**src/design/itp_pkg.sv**
```systemverilog
package itp_pkg;

  localparam int unsigned DEFAULT_MAX_TEXT = 4095;
  localparam int unsigned COUNT_LIMIT =
    (DEFAULT_MAX_TEXT < 4095) ? DEFAULT_MAX_TEXT : 4095;

  localparam int unsigned QUEUE_DEPTH = 2;

  localparam logic [5:0] RADIX_RESET = 6'd10;
  localparam logic [5:0] RADIX_DETECT = 6'd0;
  localparam logic [5:0] BASE_OCT = 6'd8;
  localparam logic [5:0] BASE_DEC = 6'd10;
  localparam logic [5:0] BASE_HEX = 6'd16;

  // Worth of a byte that is neither digit nor letter; above every base.
  localparam logic [6:0] WORTH_NONE = 7'd64;

  typedef struct packed {
    logic       start_req;
    logic [7:0] character;
  } in_t;

  typedef struct packed {
    logic signed [63:0] value;
    logic [11:0]        consumed;
  } out_t;

  // Byte classification handed from the front to the back.
  typedef struct packed {
    logic       start;
    logic       is_space;
    logic       is_minus;
    logic       is_plus;
    logic       is_zero;
    logic       is_x;
    logic [6:0] worth;
  } cls_t;

  typedef enum logic [2:0] {
    PH_SPACE,
    PH_PREFIX,
    PH_ZERO,
    PH_DIGITS,
    PH_DONE
  } phase_t;

endpackage

```
**src/design/itp_front.sv**
```systemverilog
module itp_front
  import itp_pkg::*;
(
  input  logic clk,
  input  logic rst_n,
  input  logic in_valid,
  output logic in_ready,
  input  in_t  in_data,
  output logic cls_valid,
  input  logic cls_ready,
  output cls_t cls_data
);

  localparam logic [7:0] CH_SPACE = 8'h20;
  localparam logic [7:0] CH_TAB   = 8'h09;
  localparam logic [7:0] CH_CR    = 8'h0D;
  localparam logic [7:0] CH_MINUS = 8'h2D;
  localparam logic [7:0] CH_PLUS  = 8'h2B;
  localparam logic [7:0] CH_ZERO  = 8'h30;
  localparam logic [7:0] CH_NINE  = 8'h39;
  localparam logic [7:0] CH_LA    = 8'h61;
  localparam logic [7:0] CH_LZ    = 8'h7A;
  localparam logic [7:0] CH_UA    = 8'h41;
  localparam logic [7:0] CH_UZ    = 8'h5A;
  localparam logic [7:0] CH_LX    = 8'h78;
  localparam logic [7:0] CH_UX    = 8'h58;

  logic       valid_r, valid_nxt;
  cls_t       data_r;
  cls_t       cls_nxt;
  logic [7:0] c;
  logic       take;

  assign c        = in_data.character;
  assign in_ready = !valid_r || cls_ready;
  assign take     = in_valid && in_ready;

  always_comb begin
    cls_nxt.start    = in_data.start_req;
    cls_nxt.is_space = (c == CH_SPACE) || (c >= CH_TAB && c <= CH_CR);
    cls_nxt.is_minus = (c == CH_MINUS);
    cls_nxt.is_plus  = (c == CH_PLUS);
    cls_nxt.is_zero  = (c == CH_ZERO);
    cls_nxt.is_x     = (c == CH_LX) || (c == CH_UX);
    priority if (c >= CH_ZERO && c <= CH_NINE) begin
      cls_nxt.worth = 7'(c - CH_ZERO);
    end else if (c >= CH_LA && c <= CH_LZ) begin
      cls_nxt.worth = 7'(c - CH_LA + 8'd10);
    end else if (c >= CH_UA && c <= CH_UZ) begin
      cls_nxt.worth = 7'(c - CH_UA + 8'd10);
    end else begin
      cls_nxt.worth = WORTH_NONE;
    end
  end

  always_comb begin
    valid_nxt = valid_r;
    if (take) begin
      valid_nxt = 1'b1;
    end else if (cls_ready) begin
      valid_nxt = 1'b0;
    end
  end

  always_ff @(posedge clk) begin
    if (!rst_n) begin
      valid_r <= 1'b0;
    end else begin
      valid_r <= valid_nxt;
    end
  end

  always_ff @(posedge clk) begin
    if (take) begin
      data_r <= cls_nxt;
    end
  end

  assign cls_valid = valid_r;
  assign cls_data  = data_r;

endmodule

```
**src/design/itp_queue.sv**
```systemverilog
module itp_queue
  import itp_pkg::*;
(
  input  logic clk,
  input  logic rst_n,
  input  logic wr_valid,
  output logic wr_ready,
  input  cls_t wr_data,
  output logic rd_valid,
  input  logic rd_ready,
  output cls_t rd_data
);

  localparam int unsigned PTR_W = (QUEUE_DEPTH > 1) ? $clog2(QUEUE_DEPTH) : 1;
  localparam int unsigned CNT_W = $clog2(QUEUE_DEPTH + 1);
  localparam logic [CNT_W-1:0] DEPTH_C = CNT_W'(QUEUE_DEPTH);
  localparam logic [PTR_W-1:0] LAST_C = PTR_W'(QUEUE_DEPTH - 1);

  cls_t             mem [QUEUE_DEPTH];
  logic [PTR_W-1:0] wr_ptr_r, wr_ptr_nxt;
  logic [PTR_W-1:0] rd_ptr_r, rd_ptr_nxt;
  logic [CNT_W-1:0] count_r, count_nxt;
  logic             push, pop;

  assign wr_ready = (count_r != DEPTH_C);
  assign rd_valid = (count_r != '0);
  assign push     = wr_valid && wr_ready;
  assign pop      = rd_valid && rd_ready;
  assign rd_data  = mem[rd_ptr_r];

  always_comb begin
    wr_ptr_nxt = wr_ptr_r;
    rd_ptr_nxt = rd_ptr_r;
    count_nxt  = count_r;
    if (push) begin
      wr_ptr_nxt = (wr_ptr_r == LAST_C) ? '0 : wr_ptr_r + 1'b1;
    end
    if (pop) begin
      rd_ptr_nxt = (rd_ptr_r == LAST_C) ? '0 : rd_ptr_r + 1'b1;
    end
    unique case ({push, pop})
      2'b10:   count_nxt = count_r + 1'b1;
      2'b01:   count_nxt = count_r - 1'b1;
      default: count_nxt = count_r;
    endcase
  end

  always_ff @(posedge clk) begin
    if (!rst_n) begin
      wr_ptr_r <= '0;
      rd_ptr_r <= '0;
      count_r  <= '0;
    end else begin
      wr_ptr_r <= wr_ptr_nxt;
      rd_ptr_r <= rd_ptr_nxt;
      count_r  <= count_nxt;
    end
  end

  always_ff @(posedge clk) begin
    if (push) begin
      mem[wr_ptr_r] <= wr_data;
    end
  end

endmodule

```
**src/design/itp_back.sv**
```systemverilog
module itp_back
  import itp_pkg::*;
#(
  parameter int unsigned MAX_TEXT = DEFAULT_MAX_TEXT
) (
  input  logic       clk,
  input  logic       rst_n,
  input  logic [5:0] radix,
  input  logic       cls_valid,
  output logic       cls_ready,
  input  cls_t       cls_data,
  output logic       out_valid,
  input  logic       out_ready,
  output out_t       out_data
);

  localparam logic [11:0] LIMIT_C = 12'((MAX_TEXT < 4095) ? MAX_TEXT : 4095);

  phase_t      phase_r, phase_nxt, ph_e;
  logic [63:0] acc_r, acc_nxt, acc_e;
  logic        neg_r, neg_nxt, neg_e;
  logic [5:0]  base_r, base_nxt, base_e;
  logic [11:0] cnt_r, cnt_nxt, cnt_e;
  logic        out_valid_r, out_valid_nxt;
  out_t        out_data_r;

  logic        pop, emit;
  logic [11:0] cnt_take;
  logic [5:0]  base_dig;
  logic        stop_dig;
  logic [63:0] prod;
  logic        first;

  assign cls_ready = !out_valid_r || out_ready;
  assign pop       = cls_valid && cls_ready;

  // A start request clears parse state before this byte is handled.
  assign ph_e   = cls_data.start ? PH_SPACE : phase_r;
  assign acc_e  = cls_data.start ? '0 : acc_r;
  assign neg_e  = cls_data.start ? 1'b0 : neg_r;
  assign base_e = cls_data.start ? '0 : base_r;
  assign cnt_e  = cls_data.start ? '0 : cnt_r;

  assign cnt_take = (cnt_e < LIMIT_C) ? cnt_e + 12'd1 : cnt_e;
  assign first    = (ph_e == PH_SPACE) || (ph_e == PH_PREFIX);
  assign base_dig = first ? ((radix == RADIX_DETECT) ? BASE_DEC : radix) : base_e;
  assign stop_dig = ({1'b0, base_dig} <= cls_data.worth);
  assign prod     = acc_e * 64'(base_dig);

  always_comb begin
    phase_nxt = phase_r;
    acc_nxt   = acc_r;
    neg_nxt   = neg_r;
    base_nxt  = base_r;
    cnt_nxt   = cnt_r;
    emit      = 1'b0;
    if (pop) begin
      phase_nxt = ph_e;
      acc_nxt   = acc_e;
      neg_nxt   = neg_e;
      base_nxt  = base_e;
      cnt_nxt   = cnt_e;
      unique case (ph_e)
        PH_SPACE, PH_PREFIX, PH_ZERO, PH_DIGITS: begin
          priority if (ph_e == PH_SPACE && cls_data.is_space) begin
            cnt_nxt = cnt_take;
          end else if (ph_e == PH_SPACE && (cls_data.is_minus || cls_data.is_plus)) begin
            neg_nxt   = cls_data.is_minus;
            cnt_nxt   = cnt_take;
            phase_nxt = PH_PREFIX;
          end else if (first && radix == RADIX_DETECT && cls_data.is_zero) begin
            base_nxt  = BASE_OCT;
            cnt_nxt   = cnt_take;
            phase_nxt = PH_ZERO;
          end else if (first && radix == BASE_HEX && cls_data.is_zero) begin
            base_nxt  = base_dig;
            cnt_nxt   = cnt_take;
            phase_nxt = PH_ZERO;
          end else if (ph_e == PH_ZERO && cls_data.is_x) begin
            base_nxt  = BASE_HEX;
            cnt_nxt   = cnt_take;
            phase_nxt = PH_DIGITS;
          end else begin
            base_nxt = base_dig;
            if (stop_dig) begin
              emit      = 1'b1;
              phase_nxt = PH_DONE;
            end else begin
              acc_nxt   = prod + 64'(cls_data.worth);
              cnt_nxt   = cnt_take;
              phase_nxt = PH_DIGITS;
            end
          end
        end
        default: begin
          // Parse ended: drop bytes until the next start request.
        end
      endcase
    end
  end

  always_comb begin
    out_valid_nxt = out_valid_r;
    if (emit) begin
      out_valid_nxt = 1'b1;
    end else if (out_ready) begin
      out_valid_nxt = 1'b0;
    end
  end

  always_ff @(posedge clk) begin
    if (!rst_n) begin
      phase_r     <= PH_SPACE;
      acc_r       <= '0;
      neg_r       <= 1'b0;
      base_r      <= '0;
      cnt_r       <= '0;
      out_valid_r <= 1'b0;
    end else begin
      phase_r     <= phase_nxt;
      acc_r       <= acc_nxt;
      neg_r       <= neg_nxt;
      base_r      <= base_nxt;
      cnt_r       <= cnt_nxt;
      out_valid_r <= out_valid_nxt;
    end
  end

  always_ff @(posedge clk) begin
    if (emit) begin
      out_data_r.value    <= neg_e ? (64'd0 - acc_e) : acc_e;
      out_data_r.consumed <= cnt_e;
    end
  end

  assign out_valid = out_valid_r;
  assign out_data  = out_data_r;

endmodule

```
**src/design/integer_text_parser.sv**
```systemverilog
// Integer text parser: reads text one byte per transaction and returns the
// integer it spells, in the manner of strtol.
// Input channel (in_valid/in_ready/in_data): start_req set on the first byte
// of a new string clears the parse; character carries the byte, 0 ends text.
// Leading whitespace and one sign are skipped; a base prefix is detected when
// cfg radix is 0 and a 0x prefix is skipped when it is 16.
// Output channel (out_valid/out_ready/out_data): at most one transaction per
// string, on the first byte that is not accepted, with the signed 64-bit value
// (wrapping) and the number of bytes consumed before it (saturating).
// Bytes after that are dropped until the next start request.
// Throughput: one byte per cycle while the output is not stalled; the back
// end's 64-bit multiply-add by the base updates the value once per byte.
// Path: the stopping byte passes the classify register, the two-entry queue
// and the result register before its result appears.
// Reset: radix returns to 10, the parse state and all queues are empty.
// Stall: while a result waits and out_ready is low, the result register holds,
// the back end stops, the queue fills and in_ready then drops; no byte is lost.
// cfg_wr_en writes radix in the same edge; write only while the block is idle.
module integer_text_parser
  import itp_pkg::*;
#(
  parameter int unsigned MAX_TEXT = DEFAULT_MAX_TEXT
) (
  input  logic       clk,
  input  logic       rst_n,
  input  logic       in_valid,
  output logic       in_ready,
  input  in_t        in_data,
  output logic       out_valid,
  input  logic       out_ready,
  output out_t       out_data,
  input  logic       cfg_wr_en,
  input  logic [5:0] cfg_wr_data
);

  logic [5:0] radix_r, radix_nxt;
  logic       f_valid, f_ready;
  cls_t       f_data;
  logic       q_valid, q_ready;
  cls_t       q_data;

  assign radix_nxt = cfg_wr_en ? cfg_wr_data : radix_r;

  always_ff @(posedge clk) begin
    if (!rst_n) begin
      radix_r <= RADIX_RESET;
    end else begin
      radix_r <= radix_nxt;
    end
  end

  itp_front u_front (
    .clk       (clk),
    .rst_n     (rst_n),
    .in_valid  (in_valid),
    .in_ready  (in_ready),
    .in_data   (in_data),
    .cls_valid (f_valid),
    .cls_ready (f_ready),
    .cls_data  (f_data)
  );

  itp_queue u_queue (
    .clk      (clk),
    .rst_n    (rst_n),
    .wr_valid (f_valid),
    .wr_ready (f_ready),
    .wr_data  (f_data),
    .rd_valid (q_valid),
    .rd_ready (q_ready),
    .rd_data  (q_data)
  );

  itp_back #(
    .MAX_TEXT (MAX_TEXT)
  ) u_back (
    .clk       (clk),
    .rst_n     (rst_n),
    .radix     (radix_r),
    .cls_valid (q_valid),
    .cls_ready (q_ready),
    .cls_data  (q_data),
    .out_valid (out_valid),
    .out_ready (out_ready),
    .out_data  (out_data)
  );

endmodule

```
**config.mk**
```make
export PLATFORM = sky130hd
export DESIGN_NAME = integer_text_parser
export DESIGN_NICKNAME = d
export VERILOG_FILES = /design/src/design/itp_pkg.sv /design/src/design/itp_front.sv /design/src/design/itp_queue.sv /design/src/design/itp_back.sv /design/src/design/integer_text_parser.sv
export SDC_FILE = /design/constraint.sdc
export NUM_CORES = 1
export LEC_CHECK = 0
export BUFFER_PORTS_ARGS = -buffer_cell sky130_fd_sc_hd__buf_2
export CAP_MARGIN = 25
export CORE_ASPECT_RATIO = 0.75
export CORE_UTILIZATION = 64
export DETAILED_ROUTE_END_ITERATION = 10
export PLACE_DENSITY = 0.82
export SYNTH_ARGS = -nofsm -noshare
export SYNTH_HDL_FRONTEND = slang
export SYNTH_SLANG_ARGS = --single-unit
export TNS_END_PERCENT = 10
```
**constraint.sdc**
```tcl
create_clock -name clk -period 8 [get_ports clk]
set_clock_uncertainty 0.1 [all_clocks]
set_input_delay 0 -clock clk [delete_from_list [all_inputs] [get_ports clk]]
set_output_delay 0 -clock clk [all_outputs]
set_load 0.02 [all_outputs]
```
# After elaboration in Yosys (flattened, before gate mapping)
# Memory sizes are Yosys's and may differ from the RTL's. A register that Yosys moved wholly into a read port is not among the register bits.
# Index checks and enable logic that the tools add are counted.
# word_totals
ff_bits,187
ramBits,26
in_bits,20
output_inout_bits,78
word_cells,147
memories,1
# op_classes
n_addsub,12
mul,1
order_cmp,10
n_eq_ne,13
n_mux,61
reduce_logical,29
# memory_table
name,words,word_bits,rd,rd_clocked_by_memory_dff,wr,line_no,source
u_queue.mem,2,13,1,1,1,itp_queue.sv:19,cls_t mem [QUEUE_DEPTH];
# ops
operator,n
64-bit two-way mux,9
12-bit two-way mux,9
64-bit by 7-bit adder with 64-bit output,1
64-bit by 6-bit multiplier with 64-bit output,1
"1-bit by 64-bit subtractor with 64-bit output, first input constant",1
6-bit two-way mux,9
"8-bit by 6-bit equality test with 1-bit output, second input constant",4
3-bit two-way mux,8
1-bit two-way mux,22
7-bit two-way mux,3
"8-bit by 7-bit equality test with 1-bit output, second input constant",2
"8-bit by 7-bit >= comparator with 1-bit output, second input constant",2
"8-bit by 7-bit less-or-equal comparator with 1-bit output, second input constant",2
"7-bit by 4-bit adder with 7-bit output, second input constant",2
1-bit logical AND,14
"7-bit subtractor, second input constant",2
"12-bit by 1-bit adder with 12-bit output, second input constant",1
"12-bit less-than comparator, second input constant",1
"8-bit by 4-bit >= comparator with 1-bit output, second input constant",1
"8-bit by 6-bit >= comparator with 1-bit output, second input constant",1
"8-bit by 4-bit less-or-equal comparator with 1-bit output, second input constant",1
"8-bit by 6-bit less-or-equal comparator with 1-bit output, second input constant",1
2-bit nonzero test,4
6-bit by 7-bit less-or-equal comparator with 1-bit output,1
other kinds (16),24

# Depth between registers and ports, before layout
# depth
ltp_word,14
mapped_depth,28
depth_no_buf,24

# Cells and area by module
# From an unflattened synthesis, not the netlist that was laid out.
# unflattened
hier_cells,2488
hier_area_um2,21982.3
# by_module_without_submodules
mod,n_inst,cells_each,area_per_inst_um2,seq_area_each_um2
itp_back,1,2307,19600.0,4023.9
itp_queue,1,64,1167.4,880.8
itp_front,1,98,991.0,410.4
integer_text_parser,1,19,224.0,120.1

# Worst setup path before layout
# No wires, ideal clock.
# synth_timing
path_kind,flip-flop to flip-flop
start,reg (tool-made name)
end,reg u_back.acc_r[63]
setup_time_ns,0.063
t_arrival_ns,6.918
required_time_ns,7.837
slack_ns,0.919
path_stages_with_launch,26
period_less_slack_ns,7.081
path_cell_list,dfxtp_1 > clkbuf_1 > mux2i_1 > buf_2 > clkbuf_1 > clkbuf_1 > clkbuf_1 > clkbuf_1 > nand2_1 > nor2_1 > fa_1 > fa_1 > fa_1 > ha_1 > ha_1 > buf_2 > a21oi_1 > o21ai_1 > a2111oi_0 > nor2_1 > or4b_1 > o21ai_1 > a21oi_1 > a221o_1 > or4_1 > nand3_1
# synth_rtl
item,line_no,source
end signal: assignment,itp_back.sv:121,acc_r <= acc_nxt;
end: declaration,itp_back.sv:20,"logic [63:0] acc_r, acc_nxt, acc_e;"

==> summary.md <==
| Metric | Value |
|---|---|
| Run status | finished clean |
| Worst Tran Pin Value | ~0.91 ns |
| CTS buffer count | 23 |
| Commonest non-fill, non-tap cells in the layout | nor2_1 (521), fa_1 (241), nand2_1 (196), ha_1 (146), edfxtp_1 (115) |
| FILL cells | roughly 2,500 |
| Final period util | between 90% and 100% |
| Cell taking the most area after synthesis | fa_1 |
| Post-Synthesis Mean Instance Area | between 9 and 10 um2 |
| Data required, critical path | ~8.3 ns |
| Setup Crit Path Kind | reg2reg |
| Max Slew Vio Count | 0 |
| CTS clk-pin slew, worst paths | about 0.070 ns |
| Initial antenna violation count | 0 |
| First-pass GRT wire length | about 99,000 um |
| CP endpoint kind | register |
| RR Endpoint | u_back.acc_r[62] |
| Sequential area share after synthesis | about a quarter |
| Fin. Hold Viols | 0 |
| Die Ht | 161 um |
| Commonest non-fill, non-tap cell in the layout | nor2_1 |
| Clock sinks | around 210 |
| Post-Layout Cell Count | 2,871 |
| Largest net degree at the start of global routing | 69 |
| Synth-to-layout area growth | 8.55% |
| TritonCTS clock tree | built |
| WL met3 | 6160 um |
| DRT Wirelength | a little over 60,000 um |
| GRT overflow | 0 |
| DR vias | approximately 19,000 |
| Starting Density | roughly two thirds |
| Post-Syn Instances | approximately 2,400 |
| DP Cell Count | approximately 2,800 |
| Post-Syn Area | approximately 22,000 um2 |
| # rows | 57 |
| GPL Wtd Cong | 0.981 |
| Fin Hold WS | between 0.1 and 0.15 ns |
| Pwr Total | 3.16 mW |
| Flop-to-flop setup slack | about 0.55 ns |
| Die X | approximately 210 um |
| Core ar. | approximately 33,000 um2 |
| Number of port buffers | 97 |
| RSZ-0062 raised after global routing | no |
| Min Tclk post-route | roughly 7.5 ns |
| Relative slew slack | between 30% and 40% |
| Synth Flop Type | edfxtp_1 |
| First-pass iteration count of the detailed router | 6 |
| Post-DRT Antenna Nets | 0 |
| Synth area leaders | fa_1 (22%), edfxtp_1 (16%), dfxtp_1 (9.2%), nor2_1 (9.1%), ha_1 (8.5%) |
| DR WL met2 | 26,800 um |
| Number of flops mapped to enable cells by yosys | 115 |
| Maximum root-to-sink buffer count | 3 |
| Hold endpoint | u_front.cls_data[12] |
| Yosys synthesis warning count | 0 |
| H-Tree Depth | 1 |
| Crit path DAT | roughly 7.8 ns |
| VDD IR max | roughly 0.00012 V |
| #FFs+latches synth | approximately 210 |
| Setup violations, final | 0 |
| Startpoint Class | register |
| Routed WL per cell | approximately 21 um |
| Met1 WL | ~26,000 um |
| Power density cells | between 100 and 150 nW/um2 |
| Async set-reset flop share out of synthesis | 0% |
| Synth unique cells | between 80 and 90 |
| Final WS setup | roughly 0.55 ns |
| Path depth of the worst reg2reg path | 22 |
| Fin Setup TNS | 0 ns |
| 1st-iter DRT viols | 1,903 |
| Fmax | ~130 MHz |
| Share of the synthesized area in the top cell type | between 20% and 30% |
| # diodes | 0 |
| Static Leak | roughly 11 nW |
| Net count, final | 2,820 |
| Hold_sp | in_data[8] |
| Worst Hold Class | in2reg |
| Ports | 98 |
| Clk root buf | clkbuf_16 |
| Syn nets | approximately 2,800 |
| Via-to-Cell Ratio | 6.48 |
| Hold Path Stages | 2 |
| Max layer used | met4 |
| Residual DRC | 0 |
| DP HPWL | 45,500 um |
| Share of layout cells above drive strength 1 | 8.65% |
| Postcts setup bufs | 0 |
| Max-Cap Viols | 0 |
| Die area | roughly 34,000 um2 |
| Worst Path Max Fanout | 26 |
| Total GRT Usage | between 30% and 40% |
| Clk Latency, worst-skew pair | roughly 0.54 ns |
| Number of global-route vias before repair | about 18,000 |
| Worst slack, placed | 0.728 ns |
sequential cells by signal, summed over array words and instances (netlist names), named ones only:
name and count:
u_back.out_data 76, u_back.out_valid 1, u_back.phase_r 3, u_back.acc_r 64, u_back.neg_r 1, u_queue.rd_ptr_r 1
radix_r 6, u_queue.mem 26, u_front.cls_data 13, u_back.base_r 6, u_front.cls_valid 1, u_back.cnt_r 12
u_queue.count_r 2, u_queue.wr_ptr_r 1
Yosys cell counts (all sizes together), types with 6 or more instances:
library cell / instances
a211o: 6
a211oi: 7
a21o: 53
a21oi: 89
a22oi: 42
a31oi: 11
and2: 22
and3: 18
buf: 23
clkbuf: 106
dfxtp: 99
edfxtp: 115
fa: 241
ha: 146
inv: 84
mux2: 7
mux2i: 31
nand2: 198
nand2b: 12
nand3: 41
nand4: 18
nor2: 522
nor2b: 14
nor3: 28
nor3b: 10
nor4: 7
o211ai: 7
o21a: 10
o21ai: 89
o21bai: 14
o2bb2ai: 15
o31ai: 30
o41ai: 15
or2: 9
or3: 13
or4: 8
xnor2: 48
xor2: 79
layout make-up:
class	count	area (um2)	share of cell area, %
Multi-Input combinational cell	1931	15400	65.6
Sequential cell	214	5440	23.2
Timing Repair Buffer	158	1040	4.42
Clock buffer	35	662	2.83
Tap cell	442	553	2.36
Inverter	85	320	1.37
Clock inverter	6	40.0	0.171
power breakdown:
group,total [mW],switching [mW],internal [mW]
Clock,1.03,0.462,0.573
Sequential,1.31,0.0518,1.26
Combinational,0.813,0.599,0.215
per-layer routing:
metal	up-vias	GRT usage, %
met5	-	0
met4	0	13.1
met3	164	6.16
met2	1098	54.7
met1	9120	52.2
li1	8226	-
repair_timing:
item,CTS,global route
resized for setup,0,0
hold endpoints to repair,27,0
hold buffers,29,0
worst max-delay path, cell delays in order, from the launching register on:
cell	delay, ns
dfxtp_1	0.45
mux2_2	0.43
or3_1	0.37
nand2_2	0.46
nor2_1	0.15
fa_1	0.52
inv_1	0.05
fa_1	0.48
inv_1	0.06
fa_1	0.58
inv_1	0.08
fa_1	0.54
inv_1	0.05
ha_1	0.32
o21a_1	0.13
o31ai_1	0.10
o21ai_1	0.52
a41oi_1	0.39
o21ai_1	0.49
a31oi_1	0.31
o41ai_1	0.46
xnor2_1	0.17
o22ai_1	0.09
how the worst max path moves through the flow:
stage,endpoint,slack [ns],cells past startpoint
2_1_floorplan,u_back.acc_r[63],0.92,25
3_3_place_gp,u_back.acc_r[62],0.91,22
3_5_place_dp,u_back.acc_r[62],0.73,22
4_1_cts,u_back.acc_r[62],0.69,22
5_1_grt,u_back.acc_r[62],0.23,22
6_report,u_back.acc_r[62],0.55,22
logic make-up (layout without fill, tap and decap cells):
family,Yosys count,count (layout),share of synthesized area (%)
buffers and inverters,214,284,3.82
XOR/XNOR,128,128,5.26
adder cells (fa/ha/maj),387,387,30.8
multiplexers,38,38,1.80
AO/OA/AOI/OAI,442,442,14.1
flip-flops,214,214,25.2
AND/OR/NAND/NOR,936,936,18.9
stage by stage:
step	util, %	area, um2
3_5_place_dp	68.3	22400
5_1_grt	71.4	23400
2_1_floorplan	-	21600
6_report	71.4	23400
4_1_cts	71.4	23400
3_3_place_gp	68.2	22400
No activity file was read; power rests on OpenSTA's default activity.
